`src/hw/rtl/ggl_pkg.sv`:
```
`timescale 1ns / 1ps
`default_nettype none

package ggl_pkg;

	// fixed field widths
	localparam int COORD_W    = 16;
	localparam int GNUM_W     = 5;
	localparam int OUTCOME_W  = 2;
	localparam int CFG_IDX_W  = 3;
	localparam int S_DATA_W   = 32;
	localparam int M_DATA_W   = 56;

	// internal arithmetic widths
	localparam int SPAN_W     = 19;   // box sizes, slot offsets, slot centers, reach
	localparam int DIFF_W     = 20;   // center minus gate coordinate
	localparam int DIST_W     = 40;   // squared distances
	localparam int GATE_TAG_W = 6;    // gate index carried down the distance pipe

	typedef enum logic [CFG_IDX_W-1:0] {
		REG_BOX_MIN_X = 3'd0,
		REG_BOX_MIN_Z = 3'd1,
		REG_BOX_MAX_X = 3'd2,
		REG_BOX_MAX_Z = 3'd3,
		REG_BASE_Y    = 3'd4
	} cfg_reg_t;

	typedef enum logic [OUTCOME_W-1:0] {
		OUTCOME_OK        = 2'd0,
		OUTCOME_FEW_SLOTS = 2'd1,
		OUTCOME_UNREACHED = 2'd2
	} outcome_t;

	localparam logic KIND_PLACE  = 1'b0;
	localparam logic KIND_STATUS = 1'b1;

	typedef enum logic [2:0] {
		ST_IDLE,
		ST_SIZE,
		ST_CHECK,
		ST_SCAN,
		ST_WAIT,
		ST_PLACE,
		ST_STATUS
	} ggl_state_t;

	// tag that follows one gate read through the distance pipe
	typedef struct packed {
		logic                  vld;   // gate is unplaced, its distance counts
		logic                  last;  // last gate of this slot's scan
		logic [GATE_TAG_W-1:0] gate;
	} scan_tag_t;

endpackage

`default_nettype wire

```
`src/hw/rtl/ggl_ram.sv`:
```
`timescale 1ns / 1ps
`default_nettype none

module ggl_ram #(
	parameter int WIDTH = 32,
	parameter int DEPTH = 32,
	localparam int AW = (DEPTH > 1) ? $clog2(DEPTH) : 1
)(
	input  logic             clk,
	input  logic             we,
	input  logic [AW-1:0]    waddr,
	input  logic [WIDTH-1:0] wdata,
	input  logic [AW-1:0]    raddr,
	output logic [WIDTH-1:0] rdata
);

	logic [WIDTH-1:0] mem [DEPTH];

	always_ff @(posedge clk) begin
		if (we) begin
			mem[waddr] <= wdata;
		end
		rdata <= mem[raddr];
	end

endmodule

`default_nettype wire

```
`src/hw/rtl/ggl_dist.sv`:
```
`timescale 1ns / 1ps
`default_nettype none

// two-stage squared distance: difference, then squares; the sum is combinational at the output
module ggl_dist
	import ggl_pkg::*;
(
	input  logic                     clk,
	input  logic                     arst_n,
	input  scan_tag_t                tag_in,
	input  logic signed [COORD_W-1:0] gate_x,
	input  logic signed [COORD_W-1:0] gate_z,
	input  logic signed [SPAN_W-1:0]  center_x,
	input  logic signed [SPAN_W-1:0]  center_z,
	output scan_tag_t                tag_out,
	output logic [DIST_W-1:0]         dist2
);

	scan_tag_t                 tag_s2, tag_s3;
	logic signed [DIFF_W-1:0]  dx_s2, dz_s2;
	logic signed [DIST_W-1:0]  sqx_s3, sqz_s3;

	always_ff @(posedge clk or negedge arst_n) begin
		if (!arst_n) begin
			tag_s2 <= '0;
			tag_s3 <= '0;
		end else begin
			tag_s2 <= tag_in;
			tag_s3 <= tag_s2;
		end
	end

	always_ff @(posedge clk) begin
		dx_s2  <= DIFF_W'(center_x) - DIFF_W'(gate_x);
		dz_s2  <= DIFF_W'(center_z) - DIFF_W'(gate_z);
		sqx_s3 <= dx_s2 * dx_s2;
		sqz_s3 <= dz_s2 * dz_s2;
	end

	assign tag_out = tag_s3;
	assign dist2   = sqx_s3 + sqz_s3;

endmodule

`default_nettype wire

```
`src/hw/rtl/greedy_grid_legalizer_core.sv`:
```
`timescale 1ns / 1ps
`default_nettype none

// channel | dir | beat contents (lsb first)                                  | accepted when
// --------+-----+-------------------------------------------------------------+-------------------
// s_*     | in  | tdata: gate_pos_x, gate_pos_z; tlast: final_gate            | s_tvalid & s_tready
// m_*     | out | tdata: gate_number, legal_x/y/z, outcome; tuser: result_kind;| m_tvalid & m_tready
//         |     | tlast: run_end                                              |
// cfg_*   | in  | cfg_index: register number, cfg_data: 16-bit value          | cfg_valid & cfg_ready
//
// a non-final gate beat is stored and the block stays ready for the next beat
// a final beat starts a run: a size state counts slots per axis, a check state compares slots
// with gates, then per slot every loaded gate is read through the single gate-store read port
// feeding one distance unit; each emitted record waits while the output is stalled
// reset clears the config registers, counters and placed marks; the gate store needs no clear
// no gate beats are taken during a run; config writes are taken at any time

module greedy_grid_legalizer_core
	import ggl_pkg::*;
#(
	parameter int MAX_GATES  = 32,
	parameter int SLOT_PITCH = 3
)(
	input  logic                 clk,
	input  logic                 arst_n,

	input  logic                 s_tvalid,
	output logic                 s_tready,
	input  logic [S_DATA_W-1:0]  s_tdata,   // [15:0] gate_pos_x, [31:16] gate_pos_z
	input  logic                 s_tlast,   // final_gate

	output logic                 m_tvalid,
	input  logic                 m_tready,
	output logic [M_DATA_W-1:0]  m_tdata,   // [4:0] gate_number, [20:5] legal_x,
	                                        // [36:21] legal_y, [52:37] legal_z,
	                                        // [54:53] outcome, [55] zero
	output logic [0:0]           m_tuser,   // [0] result_kind
	output logic                 m_tlast,   // run_end

	input  logic                 cfg_valid,
	output logic                 cfg_ready,
	input  logic [CFG_IDX_W-1:0] cfg_index,
	input  logic [COORD_W-1:0]   cfg_data
);

	localparam int AW    = (MAX_GATES > 1) ? $clog2(MAX_GATES) : 1;
	localparam int CW    = $clog2(MAX_GATES + 1);
	localparam int RAM_W = 2 * COORD_W;

	localparam logic signed [SPAN_W-1:0] PITCH_S = SPAN_W'(SLOT_PITCH);
	localparam logic signed [SPAN_W-1:0] HALF_S  = SPAN_W'(SLOT_PITCH / 2);
	localparam logic signed [SPAN_W-1:0] ONE_S   = SPAN_W'(1);
	localparam logic [CW-1:0]            FULL    = CW'(MAX_GATES);
	localparam logic [CW-1:0]            SZ_LAST = CW'(MAX_GATES - 1);

	// fsm
	ggl_state_t state_q, state_d;

	// config registers
	logic signed [COORD_W-1:0] min_x_q, min_z_q, max_x_q, max_z_q, base_y_q;

	// run control
	logic [CW-1:0]        loaded_q, unplaced_q;
	logic [MAX_GATES-1:0] placed_q;
	logic [CW-1:0]        sz_cnt_q, xb_q, zb_q;
	logic [AW-1:0]        g_q;
	logic                 found_q;
	outcome_t             outcome_q;
	scan_tag_t            tag_s1;

	// run payload
	logic signed [SPAN_W-1:0] xsize_q, zsize_q, sz_acc_q;
	logic signed [SPAN_W-1:0] col_off_q, row_off_q;
	logic [DIST_W-1:0]        reach2_q, best_q;
	logic [AW-1:0]            pick_q;

	// output register
	logic                 m_tvalid_q, m_kind_q, m_last_q;
	logic [GNUM_W-1:0]    m_gnum_q;
	logic [COORD_W-1:0]   m_x_q, m_y_q, m_z_q;
	logic [OUTCOME_W-1:0] m_outcome_q;

	// strobes
	logic s_accept, cfg_accept, store_we, out_free;
	logic issue, emit_place, emit_stat, no_reach;

	// datapath nets
	logic [RAM_W-1:0]          rdata;
	scan_tag_t                 tag_issue, dist_tag;
	logic [DIST_W-1:0]         dist2;
	logic                      better, scan_last, few_slots;
	logic signed [SPAN_W-1:0]  center_x, center_z, acc_next, reach;
	logic signed [SPAN_W-1:0]  row_next, col_next;
	logic                      row_fits, col_fits;
	logic signed [DIST_W-1:0]  reach_sq;
	logic [2*CW-1:0]           slot_cnt;

	assign s_accept   = s_tvalid & s_tready;
	assign cfg_ready  = 1'b1;
	assign cfg_accept = cfg_valid & cfg_ready;
	assign out_free   = !m_tvalid_q || m_tready;
	assign store_we   = s_accept && (loaded_q != FULL);

	// slot geometry
	assign center_x  = SPAN_W'(min_x_q) + col_off_q + HALF_S;
	assign center_z  = SPAN_W'(min_z_q) + row_off_q + HALF_S;
	assign row_next  = row_off_q + PITCH_S;
	assign col_next  = col_off_q + PITCH_S;
	assign row_fits  = (row_next + PITCH_S) <= zsize_q;
	assign col_fits  = (col_next + PITCH_S) <= xsize_q;
	assign acc_next  = sz_acc_q + PITCH_S;
	assign reach     = xsize_q + zsize_q;
	assign reach_sq  = reach * reach;
	assign slot_cnt  = xb_q * zb_q;
	assign few_slots = slot_cnt < (2 * CW)'(loaded_q);

	assign scan_last = (CW'(g_q) + CW'(1)) == loaded_q;
	assign better    = dist_tag.vld && (dist2 < best_q);

	always_comb begin
		tag_issue      = '0;
		tag_issue.vld  = issue && !placed_q[g_q];
		tag_issue.last = issue && scan_last;
		tag_issue.gate = GATE_TAG_W'(g_q);
	end

	// gate store: x in the low half, z in the high half
	ggl_ram #(
		.WIDTH(RAM_W),
		.DEPTH(MAX_GATES)
	) u_store (
		.clk   (clk),
		.we    (store_we),
		.waddr (loaded_q[AW-1:0]),
		.wdata (s_tdata[RAM_W-1:0]),
		.raddr (g_q),
		.rdata (rdata)
	);

	ggl_dist u_dist (
		.clk      (clk),
		.arst_n   (arst_n),
		.tag_in   (tag_s1),
		.gate_x   (rdata[COORD_W-1:0]),
		.gate_z   (rdata[RAM_W-1:COORD_W]),
		.center_x (center_x),
		.center_z (center_z),
		.tag_out  (dist_tag),
		.dist2    (dist2)
	);

	// next state
	always_comb begin
		state_d = state_q;
		unique case (state_q)
			ST_IDLE: begin
				if (s_accept && s_tlast) begin
					state_d = ST_SIZE;
				end
			end
			ST_SIZE: begin
				if (sz_cnt_q == SZ_LAST) begin
					state_d = ST_CHECK;
				end
			end
			ST_CHECK: begin
				state_d = few_slots ? ST_STATUS : ST_SCAN;
			end
			ST_SCAN: begin
				if (scan_last) begin
					state_d = ST_WAIT;
				end
			end
			ST_WAIT: begin
				if (dist_tag.last) begin
					state_d = ST_PLACE;
				end
			end
			ST_PLACE: begin
				if (!found_q) begin
					state_d = ST_STATUS;
				end else if (out_free) begin
					if (unplaced_q == CW'(1) || (!row_fits && !col_fits)) begin
						state_d = ST_STATUS;
					end else begin
						state_d = ST_SCAN;
					end
				end
			end
			ST_STATUS: begin
				if (out_free) begin
					state_d = ST_IDLE;
				end
			end
			default: begin
				state_d = ST_IDLE;
			end
		endcase
	end

	// state decode
	always_comb begin
		s_tready   = 1'b0;
		issue      = 1'b0;
		emit_place = 1'b0;
		emit_stat  = 1'b0;
		no_reach   = 1'b0;
		unique case (state_q)
			ST_IDLE:   s_tready = 1'b1;
			ST_SCAN:   issue = 1'b1;
			ST_PLACE: begin
				emit_place = found_q && out_free;
				no_reach   = !found_q;
			end
			ST_STATUS: emit_stat = out_free;
			default: begin
			end
		endcase
	end

	// control registers
	always_ff @(posedge clk or negedge arst_n) begin
		if (!arst_n) begin
			state_q    <= ST_IDLE;
			min_x_q    <= '0;
			min_z_q    <= '0;
			max_x_q    <= '0;
			max_z_q    <= '0;
			base_y_q   <= '0;
			loaded_q   <= '0;
			unplaced_q <= '0;
			placed_q   <= '0;
			sz_cnt_q   <= '0;
			xb_q       <= '0;
			zb_q       <= '0;
			g_q        <= '0;
			found_q    <= 1'b0;
			outcome_q  <= OUTCOME_OK;
			tag_s1     <= '0;
			m_tvalid_q <= 1'b0;
		end else begin
			state_q <= state_d;
			tag_s1  <= tag_issue;

			if (cfg_accept) begin
				unique case (cfg_reg_t'(cfg_index))
					REG_BOX_MIN_X: min_x_q  <= cfg_data;
					REG_BOX_MIN_Z: min_z_q  <= cfg_data;
					REG_BOX_MAX_X: max_x_q  <= cfg_data;
					REG_BOX_MAX_Z: max_z_q  <= cfg_data;
					REG_BASE_Y:    base_y_q <= cfg_data;
					default: begin
					end
				endcase
			end

			// loading: beats past a full store are dropped
			if (store_we) begin
				loaded_q <= loaded_q + CW'(1);
			end
			if (s_accept && s_tlast) begin
				sz_cnt_q <= '0;
				xb_q     <= '0;
				zb_q     <= '0;
			end

			// slot count per axis, capped at MAX_GATES
			if (state_q == ST_SIZE) begin
				sz_cnt_q <= sz_cnt_q + CW'(1);
				if (acc_next <= xsize_q) begin
					xb_q <= xb_q + CW'(1);
				end
				if (acc_next <= zsize_q) begin
					zb_q <= zb_q + CW'(1);
				end
			end

			if (state_q == ST_CHECK) begin
				unplaced_q <= loaded_q;
				placed_q   <= '0;
				g_q        <= '0;
				found_q    <= 1'b0;
				outcome_q  <= few_slots ? OUTCOME_FEW_SLOTS : OUTCOME_OK;
			end

			if (issue) begin
				g_q <= g_q + AW'(1);
			end
			if (better) begin
				found_q <= 1'b1;
			end

			if (no_reach) begin
				outcome_q <= OUTCOME_UNREACHED;
			end
			if (emit_place) begin
				placed_q[pick_q] <= 1'b1;
				unplaced_q       <= unplaced_q - CW'(1);
				g_q              <= '0;
				found_q          <= 1'b0;
				// slots exhausted with gates left over
				if (unplaced_q != CW'(1) && !row_fits && !col_fits) begin
					outcome_q <= OUTCOME_FEW_SLOTS;
				end
			end

			if (emit_stat) begin
				loaded_q <= '0;
				placed_q <= '0;
			end

			if (emit_place || emit_stat) begin
				m_tvalid_q <= 1'b1;
			end else if (m_tready) begin
				m_tvalid_q <= 1'b0;
			end
		end
	end

	// payload registers
	always_ff @(posedge clk) begin
		if (s_accept && s_tlast) begin
			xsize_q  <= SPAN_W'(max_x_q) - SPAN_W'(min_x_q) + ONE_S;
			zsize_q  <= SPAN_W'(max_z_q) - SPAN_W'(min_z_q) + ONE_S;
			sz_acc_q <= '0;
		end
		if (state_q == ST_SIZE) begin
			sz_acc_q <= acc_next;
			reach2_q <= reach_sq;
		end
		if (state_q == ST_CHECK) begin
			col_off_q <= '0;
			row_off_q <= '0;
			best_q    <= reach2_q;
		end

		// strict less-than keeps the lowest index on ties
		if (better) begin
			best_q <= dist2;
			pick_q <= dist_tag.gate[AW-1:0];
		end

		if (emit_place) begin
			m_kind_q    <= KIND_PLACE;
			m_last_q    <= 1'b0;
			m_gnum_q    <= GNUM_W'(pick_q);
			m_x_q       <= COORD_W'(center_x - ONE_S);
			m_y_q       <= base_y_q;
			m_z_q       <= COORD_W'(center_z - ONE_S);
			m_outcome_q <= OUTCOME_OK;
			best_q      <= reach2_q;
			// raster: z within a column, then next column
			if (row_fits) begin
				row_off_q <= row_next;
			end else begin
				row_off_q <= '0;
				col_off_q <= col_next;
			end
		end
		if (emit_stat) begin
			m_kind_q    <= KIND_STATUS;
			m_last_q    <= 1'b1;
			m_gnum_q    <= '0;
			m_x_q       <= '0;
			m_y_q       <= '0;
			m_z_q       <= '0;
			m_outcome_q <= outcome_q;
		end
	end

	assign m_tvalid   = m_tvalid_q;
	assign m_tdata    = {1'b0, m_outcome_q, m_z_q, m_y_q, m_x_q, m_gnum_q};
	assign m_tuser[0] = m_kind_q;
	assign m_tlast    = m_last_q;

	// a gate is never placed twice in one run
	a_pick_unplaced: assert property (@(posedge clk) disable iff (!arst_n)
		emit_place |-> !placed_q[pick_q])
		else $error("picked gate already placed");

	// a placement always has a gate left to place
	a_place_has_gate: assert property (@(posedge clk) disable iff (!arst_n)
		emit_place |-> unplaced_q != '0)
		else $error("placement with no unplaced gate");

	// the load counter never passes the store depth
	a_load_bound: assert property (@(posedge clk) disable iff (!arst_n)
		loaded_q <= FULL)
		else $error("load count beyond store depth");

	// a status record closes the run and clears its bookkeeping
	a_run_clear: assert property (@(posedge clk) disable iff (!arst_n)
		emit_stat |=> (loaded_q == '0) && (placed_q == '0))
		else $error("run state not cleared after status");

	// scanning only happens with gates stored
	a_scan_loaded: assert property (@(posedge clk) disable iff (!arst_n)
		(state_q == ST_SCAN) |-> (loaded_q != '0))
		else $error("scan with empty store");

endmodule

`default_nettype wire
```
`config.mk`:
```
export PLATFORM = sky130hd
export DESIGN_NAME = greedy_grid_legalizer_core
export DESIGN_NICKNAME = d
export VERILOG_FILES = /design/src/hw/rtl/ggl_pkg.sv /design/src/hw/rtl/ggl_ram.sv /design/src/hw/rtl/ggl_dist.sv /design/src/hw/rtl/greedy_grid_legalizer_core.sv
export SDC_FILE = /design/constraint.sdc
export NUM_CORES = 2
export LEC_CHECK = 0
export ABC_AREA = 1
export BUFFER_PORTS_ARGS = -buffer_cell sky130_fd_sc_hd__buf_2
export CAP_MARGIN = 10
export CORE_MARGIN = 3
export CORE_UTILIZATION = 47
export CTS_CLUSTER_DIAMETER = 120
export DETAILED_ROUTE_END_ITERATION = 16
export GPL_TIMING_DRIVEN = 0
export SYNTH_ARGS = -nofsm -noshare
export SYNTH_HDL_FRONTEND = slang
export SYNTH_HIERARCHICAL = 1
export SYNTH_SLANG_ARGS = --single-unit
```
`constraint.sdc`:
```
create_clock -name clk -period 12.4 [get_ports clk]
set_input_delay 0.62 -clock clk [delete_from_list [all_inputs] [get_ports clk]]
set_output_delay 0.62 -clock clk [all_outputs]
set_load 0.03 [all_outputs]
```
==> Flow_metrics.wiki <==
{| class="wikitable"
! Metric !! Value
|-
| Instance count of the mapped netlist || 13,500
|-
| Count of placed standard cells in the final layout, fillers left out || 17,300
|-
| Minimum period implied by the final worst setup slack || 9.00 ns
|-
| Number of port buffers || between 100 and 150
|-
| Global placement routability congestion || 0.952
|-
| Clock Path Buffers || 3
|-
| # setup viols final || 0
|-
| Clock net sink count || 1,580
|-
| Number of global-route vias before repair || between 80,000 and 90,000
|-
| DRC violation count after routing || 0
|-
| Placed cells || roughly 17,000
|-
| Tot GR Track Use || 28.4%
|-
| First-pass detailed-route iteration total || 6
|-
| Critical register-to-register path endpoint || reach2_q[31]
|-
| Setup clock skew after layout || 0.0912 ns
|-
| Wire length of the first global-routing pass || 558 mm
|-
| Worst slew margin relative to its limit || 8.42%
|-
| Layout cell share with drive strength beyond 1 || 5.66%
|-
| Maximum number of pins on one net before global-route repair || 99
|-
| Total count of hold-check failures in the final report || 0
|-
| Endpoint type of the worst setup path || flop
|-
| TritonCTS clock tree || done
|-
| Vias per cell || 5.26
|-
| Clk Tree Root Cell || clkbuf_16
|-
| Register-to-register setup slack || ~3.4 ns
|-
| Via total after detailed routing || between 90,000 and 100k
|-
| Crit share post-route || 72.5%
|-
| Max-cap viol count || 0
|-
| Worst hold path class || in2reg
|-
| GRT overflow || 0
|-
| Slowest-stage cell, CP || xor2_2
|-
| Depth of the worst register-to-register path || 37
|-
| Final-layout fill cell count || 23,800
|-
| Per-instance average area after synthesis || 8.86 um2
|-
| Max incr delay on CP || 0.59 ns
|-
| Largest driver fanout on the critical path || 7
|-
| Core outline area || 252,000 um2
|-
| Final HPWL from detailed placement || 293 mm
|-
| Sort of element at the start of the critical path || flop
|-
| Routed WL || 372 mm
|-
| Final routed wire length divided by cell count || 21.5 um
|-
| H-tree lvl count || 4
|-
| Nets || 15,700
|-
| FP Rows || 184
|-
| Count of instances resized after the clock tree is built || 0
|-
| Die Ht || 511 um
|-
| Status || completed
|-
| Post-route setup TNS || 0 ns
|-
| Cts bufs inserted || 168
|-
| Launch point of the worst reg-to-reg path || zsize_q[0]
|-
| CTS clock-pin slew for the worst setup and hold paths || 0.06 ns
|-
| Initial DRC count || 8,691
|-
| Kind of critical path || reg2reg
|-
| Mapped Area || 120,000 um2
|-
| Hold path startpoint || cfg_data[5]
|-
| Area of the die || between 200,000 and 300,000 um2
|-
| Arrival time worst endpoint || 9.52 ns
|-
| Footprint of the multi-input gates || roughly 63,000 um2
|-
| Max-slew violations || 0
|-
| Synth warn || 6
|-
| Number of antenna violations at the first check in global routing || 33
|-
| Max Freq || 111 MHz
|-
| Actual transition at the worst max-transition pin || 1.37 ns
|-
| Most frequent cell on the critical path || nand2_1
|-
| Unrepaired setup endpoints after global routing || false
|-
| Req. time, crit path || roughly 13 ns
|-
| Setup crit end || reach2_q[31]
|-
| Clock latency on the worst-skew pair || roughly 0.87 ns
|-
| Area growth from synthesis to layout || 9.55%
|-
| Storage cell area || 44,300 um2
|-
| Initial Utilization || a little under half
|-
| Number of I/O pins || approximately 120
|-
| Startpoint of the worst setup timing path || zsize_q[0]
|-
| ANT nets after route || 0
|-
| Die X-Extent || 511 um
|}
[worst max-delay path: cells and delay by family, from the launching register on]
kind                     cells  cell delay (ns)
AO/OA/AOI/OAI                6             0.90
XOR/XNOR                     1             0.59
adder cells (fa/ha/maj)     10             4.65
buffers and inverters        8             0.79
flip-flops                   1             0.50
AND/OR/NAND/NOR             12             1.22
[repair_timing]
action | in CTS | in global routing
hold buffers | 2 | 0
hold endpoints to repair | 78 | 0
buffers inserted | 0 | 0
[layout make-up]
cell class                 instances  share of cell area (%)
clock inverter                    83                   0.727
timing repair buffer             154                    1.09
inverter                        2629                    7.53
clock buffer                     230                    3.51
multi-input combinational       8893                    48.3
tap                             3348                    3.19
antenna                            6                  0.0114
buffer                           417                    1.81
sequential                      1580                    33.8
[flip-flops by register name, indices dropped and copies added (netlist names), 18 cells and up]
register / count
best_q: 40
col_off_q: 19
placed_q: 32
reach2_q: 37
row_off_q: 19
sz_acc_q: 19
u_dist/dx_s2: 20
u_dist/dz_s2: 20
u_dist/sqx_s3: 39
u_dist/sqz_s3: 39
u_store/mem: 1024
u_store/rdata: 32
xsize_q: 18
zsize_q: 18
[metrics by stage]
stage / hold WS (ns) / cell area (um2) / utilization, % / worst slack [ns]
after global placement: 0.332 / 125000 / 49.4 / 3.22
after detailed placement: 0.335 / 126000 / 49.8 / 3.21
final: 0.225 / 131000 / 52.0 / 3.40
after floorplan: 0.324 / 120000 / - / 4.95
after CTS: 0.182 / 131000 / 52.0 / 3.18
after global routing: 0.215 / 131000 / 52.0 / 2.89
[per-layer routing]
layer	share of wire, %	GRT usage (%)
met1	42	38.4
met2	46	45.8
met3	7.5	3.93
met4	5.0	12.4
met5	0.015	0
[worst min path at each step]
stage,endpoint,depth (start not counted)
6_report,max_z_q[5],3
5_1_grt,max_z_q[0],3
4_1_cts,max_z_q[5],3
3_5_place_dp,u_dist/tag_out[4],0
3_3_place_gp,u_dist/tag_s2[4],0
2_1_floorplan,base_y_q[0],0
[cells in the final DEF, fill, tap and decap left out, types with 27 or more instances in the layout]
cell type,instances
o21ai_0,288
clkbuf_16,169
nand3b_1,28
xor2_1,185
nor3_1,64
clkbuf_1,221
buf_1,33
ha_1,688
nand2_1,3702
a21oi_1,385
nor2_1,706
buf_2,215
buf_6,70
dfrtp_1,175
nand4_1,126
nand3_1,1166
o21bai_1,45
edfxtp_1,1182
inv_1,2598
dfxtp_1,223
fa_1,1124
xnor2_1,84
clkinv_1,27
nor2_4,42
buf_4,35
Power is not shown: default switching activity piles up to over one toggle a cycle in this logic, so the estimate is an artifact.
